## src/sv/heater_status_frame_receiver_macros.svh

```systemverilog
// Assertion macros shared by the heater status frame receiver modules.
// Depends on nothing; included by every module that carries assertions.
`ifndef HEATER_STATUS_FRAME_RECEIVER_MACROS_SVH
`define HEATER_STATUS_FRAME_RECEIVER_MACROS_SVH

// Same-cycle implication, disabled while reset is asserted.
`define HSFR_ASSERT_NOW(label, clk, rstn, ante, cons) \
    label: assert property (@(posedge clk) disable iff (!(rstn)) (ante) |-> (cons)) \
        else $error("hsfr same-cycle check failed");

// Next-cycle implication, disabled while reset is asserted.
`define HSFR_ASSERT_NEXT(label, clk, rstn, ante, cons) \
    label: assert property (@(posedge clk) disable iff (!(rstn)) (ante) |=> (cons)) \
        else $error("hsfr next-cycle check failed");

`endif

```

## src/sv/hsfr_pkg.sv

```systemverilog
// Shared types and byte codes of the heater status frame receiver.
// Depends on nothing; used by hsfr_parser and the top level.
package hsfr_pkg;

    localparam logic [7:0] BYTE_START     = 8'h5A;
    localparam logic [7:0] BYTE_END       = 8'h5B;
    localparam logic [7:0] BYTE_LF        = 8'h0A;
    localparam logic [7:0] STATUS_TAG     = 8'hC9;
    localparam logic [7:0] MODE_OFF_CODE  = 8'h00;
    localparam logic [7:0] MODE_HEAT_CODE = 8'h01;

    // Byte positions inside a stored frame
    localparam int POS_TAG     = 4;
    localparam int POS_TARGET  = 6;
    localparam int POS_CURRENT = 7;
    localparam int POS_MODE    = 9;
    localparam int POS_ACTION  = 11;

    typedef struct packed {
        logic [7:0] target_temp;
        logic [7:0] current_temp;
        logic       heat_mode;
        logic       heating_now;
    } hsfr_result_t;

endpackage

```

## src/sv/hsfr_parser.sv

```systemverilog
// Frame parser: start/end detection, frame byte capture and held status.
// Depends on hsfr_pkg and heater_status_frame_receiver_macros.svh.
`include "heater_status_frame_receiver_macros.svh"

module hsfr_parser #(
    parameter int FRAME_BYTES = 15
) (
    input  logic                 aclk,
    input  logic                 aresetn,
    input  logic                 step_en,
    input  logic [7:0]           rx_byte,
    output logic                 result_valid,
    output hsfr_pkg::hsfr_result_t result
);

    localparam int POS_W = $clog2(FRAME_BYTES + 1);

    logic             in_frame_reg, in_frame_next;
    logic [POS_W-1:0] write_pos_reg, write_pos_next;
    // Only the frame positions that are ever read are kept.
    logic [7:0]       tag_reg, tag_next;
    logic [7:0]       target_byte_reg, target_byte_next;
    logic [7:0]       current_byte_reg, current_byte_next;
    logic [7:0]       mode_byte_reg, mode_byte_next;
    logic [7:0]       action_byte_reg, action_byte_next;
    logic [7:0]       held_target_reg, held_target_next;
    logic [7:0]       held_current_reg, held_current_next;
    logic             held_mode_reg, held_mode_next;

    logic is_close, close_frame, store_byte, status_ok;

    always_comb begin
        is_close    = (rx_byte == hsfr_pkg::BYTE_END) || (rx_byte == hsfr_pkg::BYTE_LF);
        close_frame = step_en && in_frame_reg && is_close;
        store_byte  = step_en && in_frame_reg && !is_close
                      && (write_pos_reg < POS_W'(FRAME_BYTES));
        status_ok   = (tag_reg == hsfr_pkg::STATUS_TAG);

        in_frame_next = in_frame_reg;
        if (step_en) begin
            if (in_frame_reg) begin
                in_frame_next = !is_close;
            end else begin
                in_frame_next = (rx_byte == hsfr_pkg::BYTE_START);
            end
        end

        write_pos_next = write_pos_reg;
        if (close_frame) begin
            write_pos_next = '0;
        end else if (store_byte) begin
            write_pos_next = write_pos_reg + POS_W'(1);
        end

        tag_next          = tag_reg;
        target_byte_next  = target_byte_reg;
        current_byte_next = current_byte_reg;
        mode_byte_next    = mode_byte_reg;
        action_byte_next  = action_byte_reg;
        if (store_byte) begin
            if (write_pos_reg == POS_W'(hsfr_pkg::POS_TAG))     tag_next          = rx_byte;
            if (write_pos_reg == POS_W'(hsfr_pkg::POS_TARGET))  target_byte_next  = rx_byte;
            if (write_pos_reg == POS_W'(hsfr_pkg::POS_CURRENT)) current_byte_next = rx_byte;
            if (write_pos_reg == POS_W'(hsfr_pkg::POS_MODE))    mode_byte_next    = rx_byte;
            if (write_pos_reg == POS_W'(hsfr_pkg::POS_ACTION))  action_byte_next  = rx_byte;
        end

        held_target_next  = held_target_reg;
        held_current_next = held_current_reg;
        held_mode_next    = held_mode_reg;
        if (close_frame && status_ok) begin
            if (target_byte_reg != 8'h00)  held_target_next  = target_byte_reg;
            if (current_byte_reg != 8'h00) held_current_next = current_byte_reg;
            if (mode_byte_reg == hsfr_pkg::MODE_OFF_CODE) begin
                held_mode_next = 1'b0;
            end else if (mode_byte_reg == hsfr_pkg::MODE_HEAT_CODE) begin
                held_mode_next = 1'b1;
            end
        end

        result_valid        = close_frame && status_ok;
        result.target_temp  = held_target_next;
        result.current_temp = held_current_next;
        result.heat_mode    = held_mode_next;
        result.heating_now  = (action_byte_reg != 8'h00);
    end

    always_ff @(posedge aclk) begin
        if (!aresetn) begin
            in_frame_reg     <= 1'b0;
            write_pos_reg    <= '0;
            tag_reg          <= 8'h00;
            target_byte_reg  <= 8'h00;
            current_byte_reg <= 8'h00;
            mode_byte_reg    <= 8'h00;
            action_byte_reg  <= 8'h00;
            held_target_reg  <= 8'h00;
            held_current_reg <= 8'h00;
            held_mode_reg    <= 1'b0;
        end else begin
            in_frame_reg     <= in_frame_next;
            write_pos_reg    <= write_pos_next;
            tag_reg          <= tag_next;
            target_byte_reg  <= target_byte_next;
            current_byte_reg <= current_byte_next;
            mode_byte_reg    <= mode_byte_next;
            action_byte_reg  <= action_byte_next;
            held_target_reg  <= held_target_next;
            held_current_reg <= held_current_next;
            held_mode_reg    <= held_mode_next;
        end
    end

    `HSFR_ASSERT_NEXT(a_close_rewinds, aclk, aresetn, close_frame,
                      !in_frame_reg && (write_pos_reg == '0))
    `HSFR_ASSERT_NOW(a_pos_bounded, aclk, aresetn, 1'b1,
                     write_pos_reg <= POS_W'(FRAME_BYTES))
    `HSFR_ASSERT_NOW(a_idle_pos_zero, aclk, aresetn, !in_frame_reg,
                     write_pos_reg == '0)

endmodule

```

## src/sv/heater_status_frame_receiver.sv

```systemverilog
// Top level of the heater status frame receiver: input and result registers.
// Depends on hsfr_pkg, hsfr_parser and heater_status_frame_receiver_macros.svh.
`include "heater_status_frame_receiver_macros.svh"

// Takes one received serial byte per transfer and reports the heater status
// carried in a frame: start byte 0x5A opens a frame, 0x5B or line feed closes
// it, and a closed frame whose byte 4 is 0xC9 yields one result with the held
// target and current temperatures, the held mode and the heating action.
// Frames without that tag close silently. Bytes beyond FRAME_BYTES are dropped,
// and positions a short frame does not reach keep older contents (zero after
// reset). Throughput is one byte per cycle while the result side is not
// stalled; a byte goes through an input register and the parse logic into
// the result register, and m_valid comes from that result register. The
// whole parse step, state update included, is combinational between the two
// registers, and a stalled result only holds the input side once both
// registers are full.
module heater_status_frame_receiver #(
    parameter int FRAME_BYTES = 15
) (
    input  logic       aclk,
    input  logic       aresetn,
    input  logic       s_valid,
    output logic       s_ready,
    input  logic [7:0] s_rx_byte,
    output logic       m_valid,
    input  logic       m_ready,
    output logic [7:0] m_target_temp,
    output logic [7:0] m_current_temp,
    output logic       m_heat_mode,
    output logic       m_heating_now
);

    logic       in_valid_reg, in_valid_next;
    logic [7:0] in_byte_reg;
    logic       out_valid_reg, out_valid_next;
    hsfr_pkg::hsfr_result_t out_reg;

    logic                   process;
    logic                   result_valid;
    hsfr_pkg::hsfr_result_t result;

    // Advance the held byte whenever the result register can take its result.
    assign process = in_valid_reg && (!out_valid_reg || m_ready);
    assign s_ready = !in_valid_reg || process;

    hsfr_parser #(
        .FRAME_BYTES(FRAME_BYTES)
    ) u_parser (
        .aclk        (aclk),
        .aresetn     (aresetn),
        .step_en     (process),
        .rx_byte     (in_byte_reg),
        .result_valid(result_valid),
        .result      (result)
    );

    always_comb begin
        // Hold the input register unless it drains or refills.
        in_valid_next = in_valid_reg;
        if (s_valid && s_ready) begin
            in_valid_next = 1'b1;
        end else if (process) begin
            in_valid_next = 1'b0;
        end

        // Load a new result, otherwise drop the old one once it is taken.
        out_valid_next = out_valid_reg;
        if (process && result_valid) begin
            out_valid_next = 1'b1;
        end else if (m_ready) begin
            out_valid_next = 1'b0;
        end
    end

    always_ff @(posedge aclk) begin
        if (!aresetn) begin
            in_valid_reg  <= 1'b0;
            out_valid_reg <= 1'b0;
        end else begin
            in_valid_reg  <= in_valid_next;
            out_valid_reg <= out_valid_next;
        end
    end

    // Payload registers need no reset.
    always_ff @(posedge aclk) begin
        if (s_valid && s_ready) begin
            in_byte_reg <= s_rx_byte;
        end
        if (process && result_valid) begin
            out_reg <= result;
        end
    end

    assign m_valid        = out_valid_reg;
    assign m_target_temp  = out_reg.target_temp;
    assign m_current_temp = out_reg.current_temp;
    assign m_heat_mode    = out_reg.heat_mode;
    assign m_heating_now  = out_reg.heating_now;

    `HSFR_ASSERT_NEXT(a_in_hold, aclk, aresetn, in_valid_reg && !process,
                      in_valid_reg && $stable(in_byte_reg))
    `HSFR_ASSERT_NEXT(a_result_loaded, aclk, aresetn, process && result_valid,
                      out_valid_reg)
    `HSFR_ASSERT_NEXT(a_out_stall_holds, aclk, aresetn, m_valid && !m_ready,
                      m_valid && $stable(out_reg))

endmodule
```

## config.mk

```make
export PLATFORM = sky130hd
export DESIGN_NAME = heater_status_frame_receiver
export DESIGN_NICKNAME = d
export VERILOG_FILES = /design/src/sv/hsfr_pkg.sv /design/src/sv/hsfr_parser.sv /design/src/sv/heater_status_frame_receiver.sv
export VERILOG_INCLUDE_DIRS = /design/src /design/src/sv
export SDC_FILE = /design/constraint.sdc
export NUM_CORES = 1
export LEC_CHECK = 0
export BUFFER_PORTS_ARGS = -buffer_cell sky130_fd_sc_hd__buf_4
export CORE_ASPECT_RATIO = 0.8
export CORE_UTILIZATION = 45
export DETAILED_ROUTE_END_ITERATION = 10
export HOLD_SLACK_MARGIN = 0.02
export PLACE_DENSITY = 0.72
export SYNTH_ARGS = -nofsm -noshare
export SYNTH_HDL_FRONTEND = slang
export SYNTH_SLANG_ARGS = --single-unit
```

## constraint.sdc

```tcl
create_clock -name aclk -period 7.2 [get_ports aclk]
set_input_delay 2.16 -clock aclk [delete_from_list [all_inputs] [get_ports aclk]]
set_output_delay 2.16 -clock aclk [all_outputs]
set_load 0.03 [all_outputs]
```

==> metrics.yaml, run 1 <==
post_synth_num_cell_types: 40
clk_transition_reported_paths_ps: 90
irDropWorstVdd_uv: 151
starting_density_of_the_core_pct: 47.0
critical_path.endpoint_type: "primary output"
drt_drc_violations_left: 0
syn-cell-area_um2: 3790
min_to: "u_parser.held_mode_reg"
synth-seq-area-share_pct: 54.4
cts_root_buf: "sky130_fd_sc_hd__clkbuf_8"
clk_latency_ps: 370
grt_pass1_wl_mm: 13.8
sw_frac_of_total_pct: 25.1
post_synth.cell_area_avg_um2: 9.57
routed_wl_mm: 8.18
pin_count_of_the_biggest_net_entering_global_routing: 43
min_from: "u_parser.mode_byte_reg[0]"
holdPathStages: 2
fmax_mhz: 187
post_cts_buffers: 0
crit_path_start: "m_ready"
count_of_hold_fix_buffers_inserted_at_cts: 0
max_slew_margin_pct: 12.6
tritoncts_num_sinks: 90
synth_fp_nets: 412
r2r_slack_ps: 3950
regToRegEndpoint: "m_current_temp[3]"
critical_path_s_slowest_cell: "sky130_fd_sc_hd__nor2b_1"
setup_repair_after_global_routing_missed_its_margin: "false"
maxCapViolCount: 0
postRouteAntennaNets: 0
diodes: 0
post-synth-top-area-cell: "sky130_fd_sc_hd__dfxtp_1"
global_route_usage_over_all_layers_pct: 20.1
synthToLayoutAreaGrowth_pct: 11.2
final_period_minus_worst_setup_slack_ps: 5360
hold_slack_ps: 472
ys_warn_count: 0
p_seq_share_pct: 60.2
cells_along_the_critical_path: "buf_4 > nor2b_1 > nand2_1 > buf_4"
detailed_place.area_um2: 4020
slowest_delay_ps: 570
wl_per_cell_um: 15.8
report.final.hold_viol_count: 0
coreArea_um2: 8060
clock_skew_ps: 11.5
synthDominantCellAreaShare_pct: 33.8
hold_path.class: "register to register"
floorplan.die_area_um2: 8790
critPathTopFamily: "simple AND/OR/NAND/NOR gates"
most_frequent_cell_on_the_critical_path: "sky130_fd_sc_hd__buf_4"
post_layout_nonfiller_instances: 517
place_congestion: 0.842
crit_fanout: 9
post-dp-hpwl_mm: 5.19
buffer_ports.inserted: 31
via_count: 2996
setup_viol: 0
arrival_ps: 3200
internal_power_mw: 0.664
antenna_found_initial: 0
layout-drive-gt1-share_pct: 14.4
drt_first_iter_violations: 200
synth.ff_latch_count: 90
drtPass1Iterations: 4
leakage_nw: 1.31
row_count: 29
final_net_count: 420
p_comb_share_pct: 2.0
r2r_path_start: "in_byte_reg[6]"
worstRegToRegCells: 5
ios: 32
postSynthCellCount: 396
worstSetupStartpointType: "input pin"
pre_cts_slack_ps: 1870
netlist_top_cells_area: "sky130_fd_sc_hd__dfxtp_1 34%, sky130_fd_sc_hd__edfxtp_1 21%, sky130_fd_sc_hd__a21oi_1 6.1%, sky130_fd_sc_hd__nand3_1 6.1%, sky130_fd_sc_hd__o21ai_0 5.7%"
design_area_um2: 4210
clock_path_buffers: 2
cts_tree: "yes"
tightest_pin_transition_ps: 1300
share_of_the_clock_period_used_by_the_worst_path_pct: 74.4
clockPowerShare_pct: 37.8
critPathKind: "input pin to primary output"
cts_resized: 0
report.power.total_mw: 0.887
via_cell_ratio: 5.79
die_height_um: 84.1
globalRouteOverflowTotal: 0
fin_tns_setup_ps: 0
final-max-slew-violation-count: 0
crit_required_ps: 5040
run_status: "finished, final reports clean"
power.density_cell_area_nw_per_um2: 211
postLayoutSetupSlackWorst_ps: 1840
critical_path.n_buffers_inverters: 2
postLayoutCoreUtil_pct: 52.3
cts-buffers-inserted: 9
htree_levels: 3
number_of_global_route_vias_before_repair: 2788
die_outline_width_um: 105
p_switching_mw: 0.223
dpl.cell_count: 501
how the worst max path moves through the flow:
stage	end	slack, ps	cells past startpoint
floorplan	s_ready	2240	3
global placement	s_ready	1910	4
detailed placement	s_ready	1870	4
CTS	s_ready	1860	4
global route	s_ready	1720	4
finish	s_ready	1840	4
cell families (layout without fill, tap and decap cells):
family	after synthesis	after routing	synth area share, %
muxes	2	2	0.660
DFF	90	90	54.4
adders and majority gates	4	4	1.32
and+or+nand+nor	133	133	19.0
AOI/OAI and AO/OA	126	126	19.7
buffers and inverters	41	54	4.82
routing by layer:
metal  global-route usage, %  wire length, um  vias up
met1                    26.9             3810     1409
met3                    4.45              507       11
li1                        -                -     1481
met2                    31.4             3720       95
met4                    8.71              136        0
met5                       0                0        -
cells in the final DEF (no fill, tap or decap), drive strengths merged, types with 12 or more instances in the layout:
master	Yosys	final
nand3	48	48
o22ai	16	16
buf	18	34
nor4	12	12
o21ai	43	43
nand2	45	45
dfxtp	64	64
a22o	16	16
edfxtp	26	26
a21oi	46	46
area by class of cell:
| type | count | area [um2] |
|---|---|---|
| fillers | 736 | 3840 |
| flip-flops and latches | 90 | 2060 |
| well taps | 108 | 135 |
| repair buffers | 34 | 255 |
| multi-input cells | 265 | 1550 |
| clock inverters | 7 | 72.6 |
| clock buffers | 9 | 124 |
| inverters | 4 | 15.0 |
power groups by stage:
stage                     Clock [mW]  Combinational, mW  Sequential [mW]
after floorplan                    0             0.0164            0.536
after global placement             0             0.0169            0.546
after detailed placement           0             0.0174            0.546
after CTS                      0.345             0.0174            0.534
after global routing           0.362             0.0191            0.535
final                          0.335             0.0175            0.535
cells in the mapped netlist, drive strengths merged:
library cell / instances
or3: 1
nand4: 3
edfxtp: 26
or4: 5
and3: 3
nand3b: 1
nand2b: 1
o21ai: 43
and2: 3
nand3: 48
o31ai: 2
nor2b: 2
a22o: 16
a21oi: 46
a2111oi: 1
or4b: 1
a41oi: 1
nor2: 3
mux2i: 1
mux2: 1
nor3: 2
inv: 3
nand2: 45
nor4: 12
o22ai: 16
clkbuf: 19
and4: 2
ha: 4
dfxtp: 64
nand4b: 1
buf: 18
clkinv: 1
a2111o: 1
worst register-to-register path, stage by stage (launching register included):
cell and delay (ps):
sky130_fd_sc_hd__edfxtp_1 580, sky130_fd_sc_hd__or3_4 460, sky130_fd_sc_hd__a2111oi_4 770, sky130_fd_sc_hd__buf_4 480, sky130_fd_sc_hd__and2_1 590, sky130_fd_sc_hd__a22o_1 260
Note: power is estimated with default switching activity, not from simulation.
==> inputs of run 2 (changes only) <==
Settings changed: PLACE_DENSITY 0.72 to 0.74.
Clock period 7.2 ns to 4.65 ns, I/O delays scaled along.
==> run 2 against run 1 <==
Against the previous run:
- global-route usage shrank 1.2 points
- via count is 0.30% higher
- hold slack barely moved
- combinational power rose by 55%
- non-clock buffer count up 2
- clock skew barely moved
- count of clock-buffer cells in the layout grew 1
- sequential cell count stayed put
- critical path depth unchanged
- register-to-register slack worse by 2000 ps
- sequential power rose by 55%
- sequential share of layout area down 0.14 points
- largest cell class unchanged
==> metrics.yaml, run 2 (synthesis results as in run 1) <==
total_of_fill_cells_in_the_finished_design: 741  # +0.68%
pin_count_of_the_biggest_net_entering_global_routing: 41  # -4.7%
share_of_the_clock_period_used_by_the_worst_path_pct: 81.5
layout_commonest_cell: "sky130_fd_sc_hd__dfxtp_1"
setup_repair_after_global_routing_missed_its_margin: "false"
cts_root_buf: "sky130_fd_sc_hd__clkbuf_8"
row_count: 29  # unchanged
fin_tns_setup_ps: 0  # unchanged
clock_skew_ps: 11.7  # +0.201 ps
globalRouteOverflowTotal: 0  # unchanged
via_cell_ratio: 5.79  # about the same
die_height_um: 84.1  # unchanged
clock_path_buffers: 2  # unchanged
routed_wl_mm: 8.01  # -2.0%
grt_pass1_wl_mm: 13.0  # -6.1%
tritoncts_num_sinks: 90  # unchanged
max_slew_margin_pct: 15.0  # +2.4 points
power.density_cell_area_nw_per_um2: 327  # +55%
multi_input_comb_area_um2: 1550  # unchanged
final-seq-area_um2: 2060  # unchanged
postRouteAntennaNets: 0  # unchanged
slowest_delay_ps: 530  # -40 ps
number_of_global_route_vias_before_repair: 2727  # -2.2%
crit_fanout: 9  # unchanged
count_of_hold_fix_buffers_inserted_at_cts: 0  # unchanged
worstSetupStartpointType: "input pin"
drt_first_iter_violations: 199  # -0.50%
final_net_count: 422  # +0.48%
die_outline_width_um: 105  # unchanged
critical_path_s_slowest_cell: "sky130_fd_sc_hd__nor2b_1"
coreArea_um2: 8060  # unchanged
tightest_pin_transition_ps: 1260  # -36.2 ps
critical_path.endpoint_type: "primary output"
post-dp-hpwl_mm: 5.21  # +0.28%
global_route_usage_over_all_layers_pct: 18.9  # -1.2 points
leakage_nw: 1.31  # +0.32%
final-max-slew-violation-count: 0  # unchanged
fmax_mhz: 264
place_congestion: 0.859  # +2.0%
report.final.hold_viol_count: 0  # unchanged
irDropWorstVdd_uv: 228  # +51%
wl_per_cell_um: 15.4  # -2.4%
maxCapViolCount: 0  # unchanged
ios: 32  # unchanged
cts_tree: "yes"
post_cts_buffers: 0  # unchanged
via_count: 3005  # +0.30%
buffer_ports.inserted: 31  # unchanged
layout-drive-gt1-share_pct: 14.4  # -0.070 points
critPathKind: "input pin to primary output"
diodes: 0  # unchanged
final_cell_mix: "64 x sky130_fd_sc_hd__dfxtp_1, 46 x sky130_fd_sc_hd__nand3_1, 46 x sky130_fd_sc_hd__a21oi_1"
cells_along_the_critical_path: "buf_4 > nor2b_1 > nand2_1 > buf_4"
final_period_minus_worst_setup_slack_ps: 3790
starting_density_of_the_core_pct: 47.0  # unchanged
antenna_found_initial: 0  # unchanged
cts_resized: 0  # unchanged
clk_latency_ps: 370  # about the same
hold_path.class: "register to register"
clk_transition_reported_paths_ps: 90  # about the same
most_frequent_cell_on_the_critical_path: "sky130_fd_sc_hd__buf_4"
arrival_ps: 2390  # -810 ps
drtPass1Iterations: 4  # unchanged
critPathTopFamily: "simple AND/OR/NAND/NOR gates"
detailed_place.area_um2: 4030  # +0.37%
synthToLayoutAreaGrowth_pct: 11.6
floorplan.die_area_um2: 8790  # unchanged
crit_required_ps: 3250  # -1790 ps
setup_viol: 0  # unchanged
drt_drc_violations_left: 0  # unchanged
htree_levels: 3  # unchanged
cts-buffers-inserted: 9  # unchanged
run_status: "finished, final reports clean"
critical_path.n_buffers_inverters: 2  # unchanged
design_area_um2: 4230  # +0.30%
-- run 2: changes by cell type in the layout (fill, tap and decap cells not counted) --
cell	delta
sky130_fd_sc_hd__clkinvlp_4	+1
sky130_fd_sc_hd__clkinv_8	-1
sky130_fd_sc_hd__inv_8	-2
sky130_fd_sc_hd__clkbuf_1	+1
sky130_fd_sc_hd__buf_4	+2
sky130_fd_sc_hd__bufinv_16	+1
sky130_fd_sc_hd__clkinv_1	+1
sky130_fd_sc_hd__clkinv_4	-1
-- run 2: worst paths after layout --
check | start | endpoint | slack, ps | depth (start not counted)
max | m_ready | s_ready | 860 | 4
min | u_parser.held_target_reg[0] | u_parser.held_target_reg[0] | 470 | 2
max reg2reg | in_byte_reg[4] | m_current_temp[3] | 1990 | 5
min reg2reg | u_parser.held_target_reg[0] | u_parser.held_target_reg[0] | 470 | 2
-- run 2: cell type report --
cell class / count / share of cell area [%]
flip-flops and latches: 90 / 48.8
multi-input cells: 265 / 36.7
repair buffers: 36 / 6.39
well taps: 108 / 3.20
clock buffers: 10 / 3.02
clock inverters: 6 / 1.57
inverters: 4 / 0.355
-- run 2: worst min-delay path, stage by stage (launching register included) --
cell	delay [ps]
sky130_fd_sc_hd__dfxtp_1	320
sky130_fd_sc_hd__nand2_1	50
sky130_fd_sc_hd__o22ai_1	60
-- run 2: power breakdown --
part / switching [mW] / internal (mW)
clock: 0.277 / 0.249
combinational: 0.0171 / 0.0101
sequential: 0.0176 / 0.809
-- run 2: stage by stage --
step	hold slack [ps]	cells	power (mW)	setup slack, ps	util (%)
after global placement	451	503	0.871	901	50.1
after detailed placement	459	503	0.872	866	50.1
after CTS	471	519	1.39	858	52.5
after global routing	486	519	1.42	731	52.5
after floorplan	444	396	0.856	560	-
final	472	519	1.38	862	52.5
-- run 2: metal layers --
| metal | up-vias | part of all wire (%) | global-route usage [%] |
|---|---|---|---|
| met1 | 1419 | 47 | 24.5 |
| met4 | 0 | 1.6 | 9.35 |
| met3 | 12 | 5.5 | 4.22 |
| li1 | 1489 | - | - |
| met2 | 85 | 46 | 29.9 |
| met5 | - | 0 | 0 |
==> inputs of run 3 (changes only) <==
Clock period 4.65 ns to 3.4 ns, I/O delays scaled along.
==> run 3 against run 2 <==
Against the previous run:
- combinational power rose by 82%
- setup slack lost 220 ps
- count of clock-buffer cells in the layout is 1 lower
- critical path depth unchanged
- first-iteration DRC count is 26% lower
- cell count up 1.3%
- largest power group unchanged
- total power increased by 44%
- sequential cell count did not move
==> metrics.yaml, run 3 (synthesis results as in run 1) <==
run_status: "finished, final reports clean"
buffer_ports.inserted: 31  # unchanged
cts_tree: "yes"
drtPass1Iterations: 5  # +1
drt_drc_violations_left: 0  # unchanged
drt_first_iter_violations: 147  # -26%
share_of_the_clock_period_used_by_the_worst_path_pct: 81.1
total_of_fill_cells_in_the_finished_design: 742  # +0.13%
report.final.hold_viol_count: 0  # unchanged
via_cell_ratio: 5.78  # -0.21%
starting_density_of_the_core_pct: 47.0  # unchanged
multi_input_comb_area_um2: 1560  # +0.57%
row_count: 29  # unchanged
postLayoutCoreUtil_pct: 53.6  # +1.1 points
setup_repair_after_global_routing_missed_its_margin: "false"
grt_pass1_wl_mm: 13.5  # +4.1%
clock_skew_ps: 9.57  # -2.09 ps
crit_required_ps: 2380  # -870 ps
maxCapViolCount: 0  # unchanged
irDropWorstVdd_uv: 308  # +35%
critical_path_s_slowest_cell: "sky130_fd_sc_hd__nor2b_1"
most_frequent_cell_on_the_critical_path: "sky130_fd_sc_hd__buf_4"
tritoncts_num_sinks: 90  # unchanged
pin_count_of_the_biggest_net_entering_global_routing: 43  # +4.9%
cells_along_the_critical_path: "buf_4 > nor2b_1 > nand2_1 > buf_4"
hold_slack_ps: 469  # -2.70 ps
power.density_cell_area_nw_per_um2: 460  # +41%
final-seq-area_um2: 2060  # unchanged
cts_root_buf: "sky130_fd_sc_hd__clkbuf_8"
critical_path.endpoint_type: "primary output"
ios: 32  # unchanged
clk_transition_reported_paths_ps: 90  # about the same
max_slew_margin_pct: 54.6  # +40 points
setup_viol: 0  # unchanged
cts_resized: 0  # unchanged
antenna_found_initial: 0  # unchanged
final_cell_mix: "64 x sky130_fd_sc_hd__dfxtp_1, 46 x sky130_fd_sc_hd__nand3_1, 46 x sky130_fd_sc_hd__a21oi_1"
cts-buffers-inserted: 9  # unchanged
crit_fanout: 3  # -6
pre_cts_slack_ps: 551  # -315 ps
diodes: 0  # unchanged
die_outline_width_um: 105  # unchanged
coreArea_um2: 8060  # unchanged
leakage_nw: 1.39  # +5.8%
layout_commonest_cell: "sky130_fd_sc_hd__dfxtp_1"
fmax_mhz: 363
final_net_count: 429  # +1.7%
number_of_global_route_vias_before_repair: 2776  # +1.8%
detailed_place.area_um2: 4090  # +1.5%
globalRouteOverflowTotal: 0  # unchanged
design_area_um2: 4320  # +2.2%
layout-drive-gt1-share_pct: 16.3  # +1.9 points
synthToLayoutAreaGrowth_pct: 14.0
fin_tns_setup_ps: 0  # unchanged
arrival_ps: 1740  # -650 ps
post-dp-hpwl_mm: 5.37  # +3.2%
postRouteAntennaNets: 0  # unchanged
count_of_hold_fix_buffers_inserted_at_cts: 0  # unchanged
place_congestion: 0.849  # -1.1%
critPathKind: "input pin to primary output"
final_period_minus_worst_setup_slack_ps: 2760
tightest_pin_transition_ps: 676  # -587 ps
die_height_um: 84.1  # unchanged
post_cts_buffers: 0  # unchanged
postLayoutSetupSlackWorst_ps: 642  # -220 ps
dpl.cell_count: 510  # +1.4%
routed_wl_mm: 8.20  # +2.3%
report.power.total_mw: 1.98  # +44%
worstSetupStartpointType: "input pin"
floorplan.die_area_um2: 8790  # unchanged
final-max-slew-violation-count: 0  # unchanged
clk_latency_ps: 360  # about the same
hold_path.class: "register to register"
global_route_usage_over_all_layers_pct: 19.5  # +0.60 points
clock_path_buffers: 2  # unchanged
slowest_delay_ps: 300  # -230 ps
htree_levels: 3  # unchanged
wl_per_cell_um: 15.6  # +0.96%
post_layout_nonfiller_instances: 526  # +1.3%
via_count: 3039  # +1.1%
[run 3: changes by cell type in the layout (fill, tap and decap cells not counted), sizes merged]
cell      change
clkbuf        -1
clkinv        +1
clkinvlp      -2
bufinv        +1
buf           +7
inv           +1
[run 3: layout make-up]
type,instances,share of cell area (%)
Clock buffer,9,2.87
Multi-Input combinational cell,265,36.1
Inverter,4,0.348
Timing Repair Buffer,43,7.48
Tap cell,108,3.13
Clock inverter,7,2.32
Sequential cell,90,47.8
[run 3: layer usage]
layer	routed length [um]	vias up	part of all wire (%)	track usage, %
met3	428	8	5.2	5.23
met1	3820	1442	47	25.7
li1	-	1498	-	-
met5	0	-	0	0
met2	3860	91	47	30.8
met4	85	0	1.0	7.17
[run 3: path summary, 6_finish.rpt]
check	start	to	slack, ps	cells after the start
worst max register to register	in_byte_reg[6]	m_current_temp[0]	820	5
worst min-delay path	u_parser.held_target_reg[6]	u_parser.held_target_reg[6]	470	2
worst max-delay path	m_ready	s_ready	640	4
worst min register to register	u_parser.held_target_reg[6]	u_parser.held_target_reg[6]	470	2
[run 3: worst max-delay path: cells and delay by family]
family / cells / cell delay [ps]
buf+inv: 2 / 290
simple gates: 2 / 420
[run 3: report_power, final]
| part | switching [mW] | internal, mW | leakage, nW |
|---|---|---|---|
| Clock | 0.391 | 0.420 | 0.114 |
| Combinational | 0.0322 | 0.0173 | 0.551 |
| Sequential | 0.0166 | 1.11 | 0.722 |
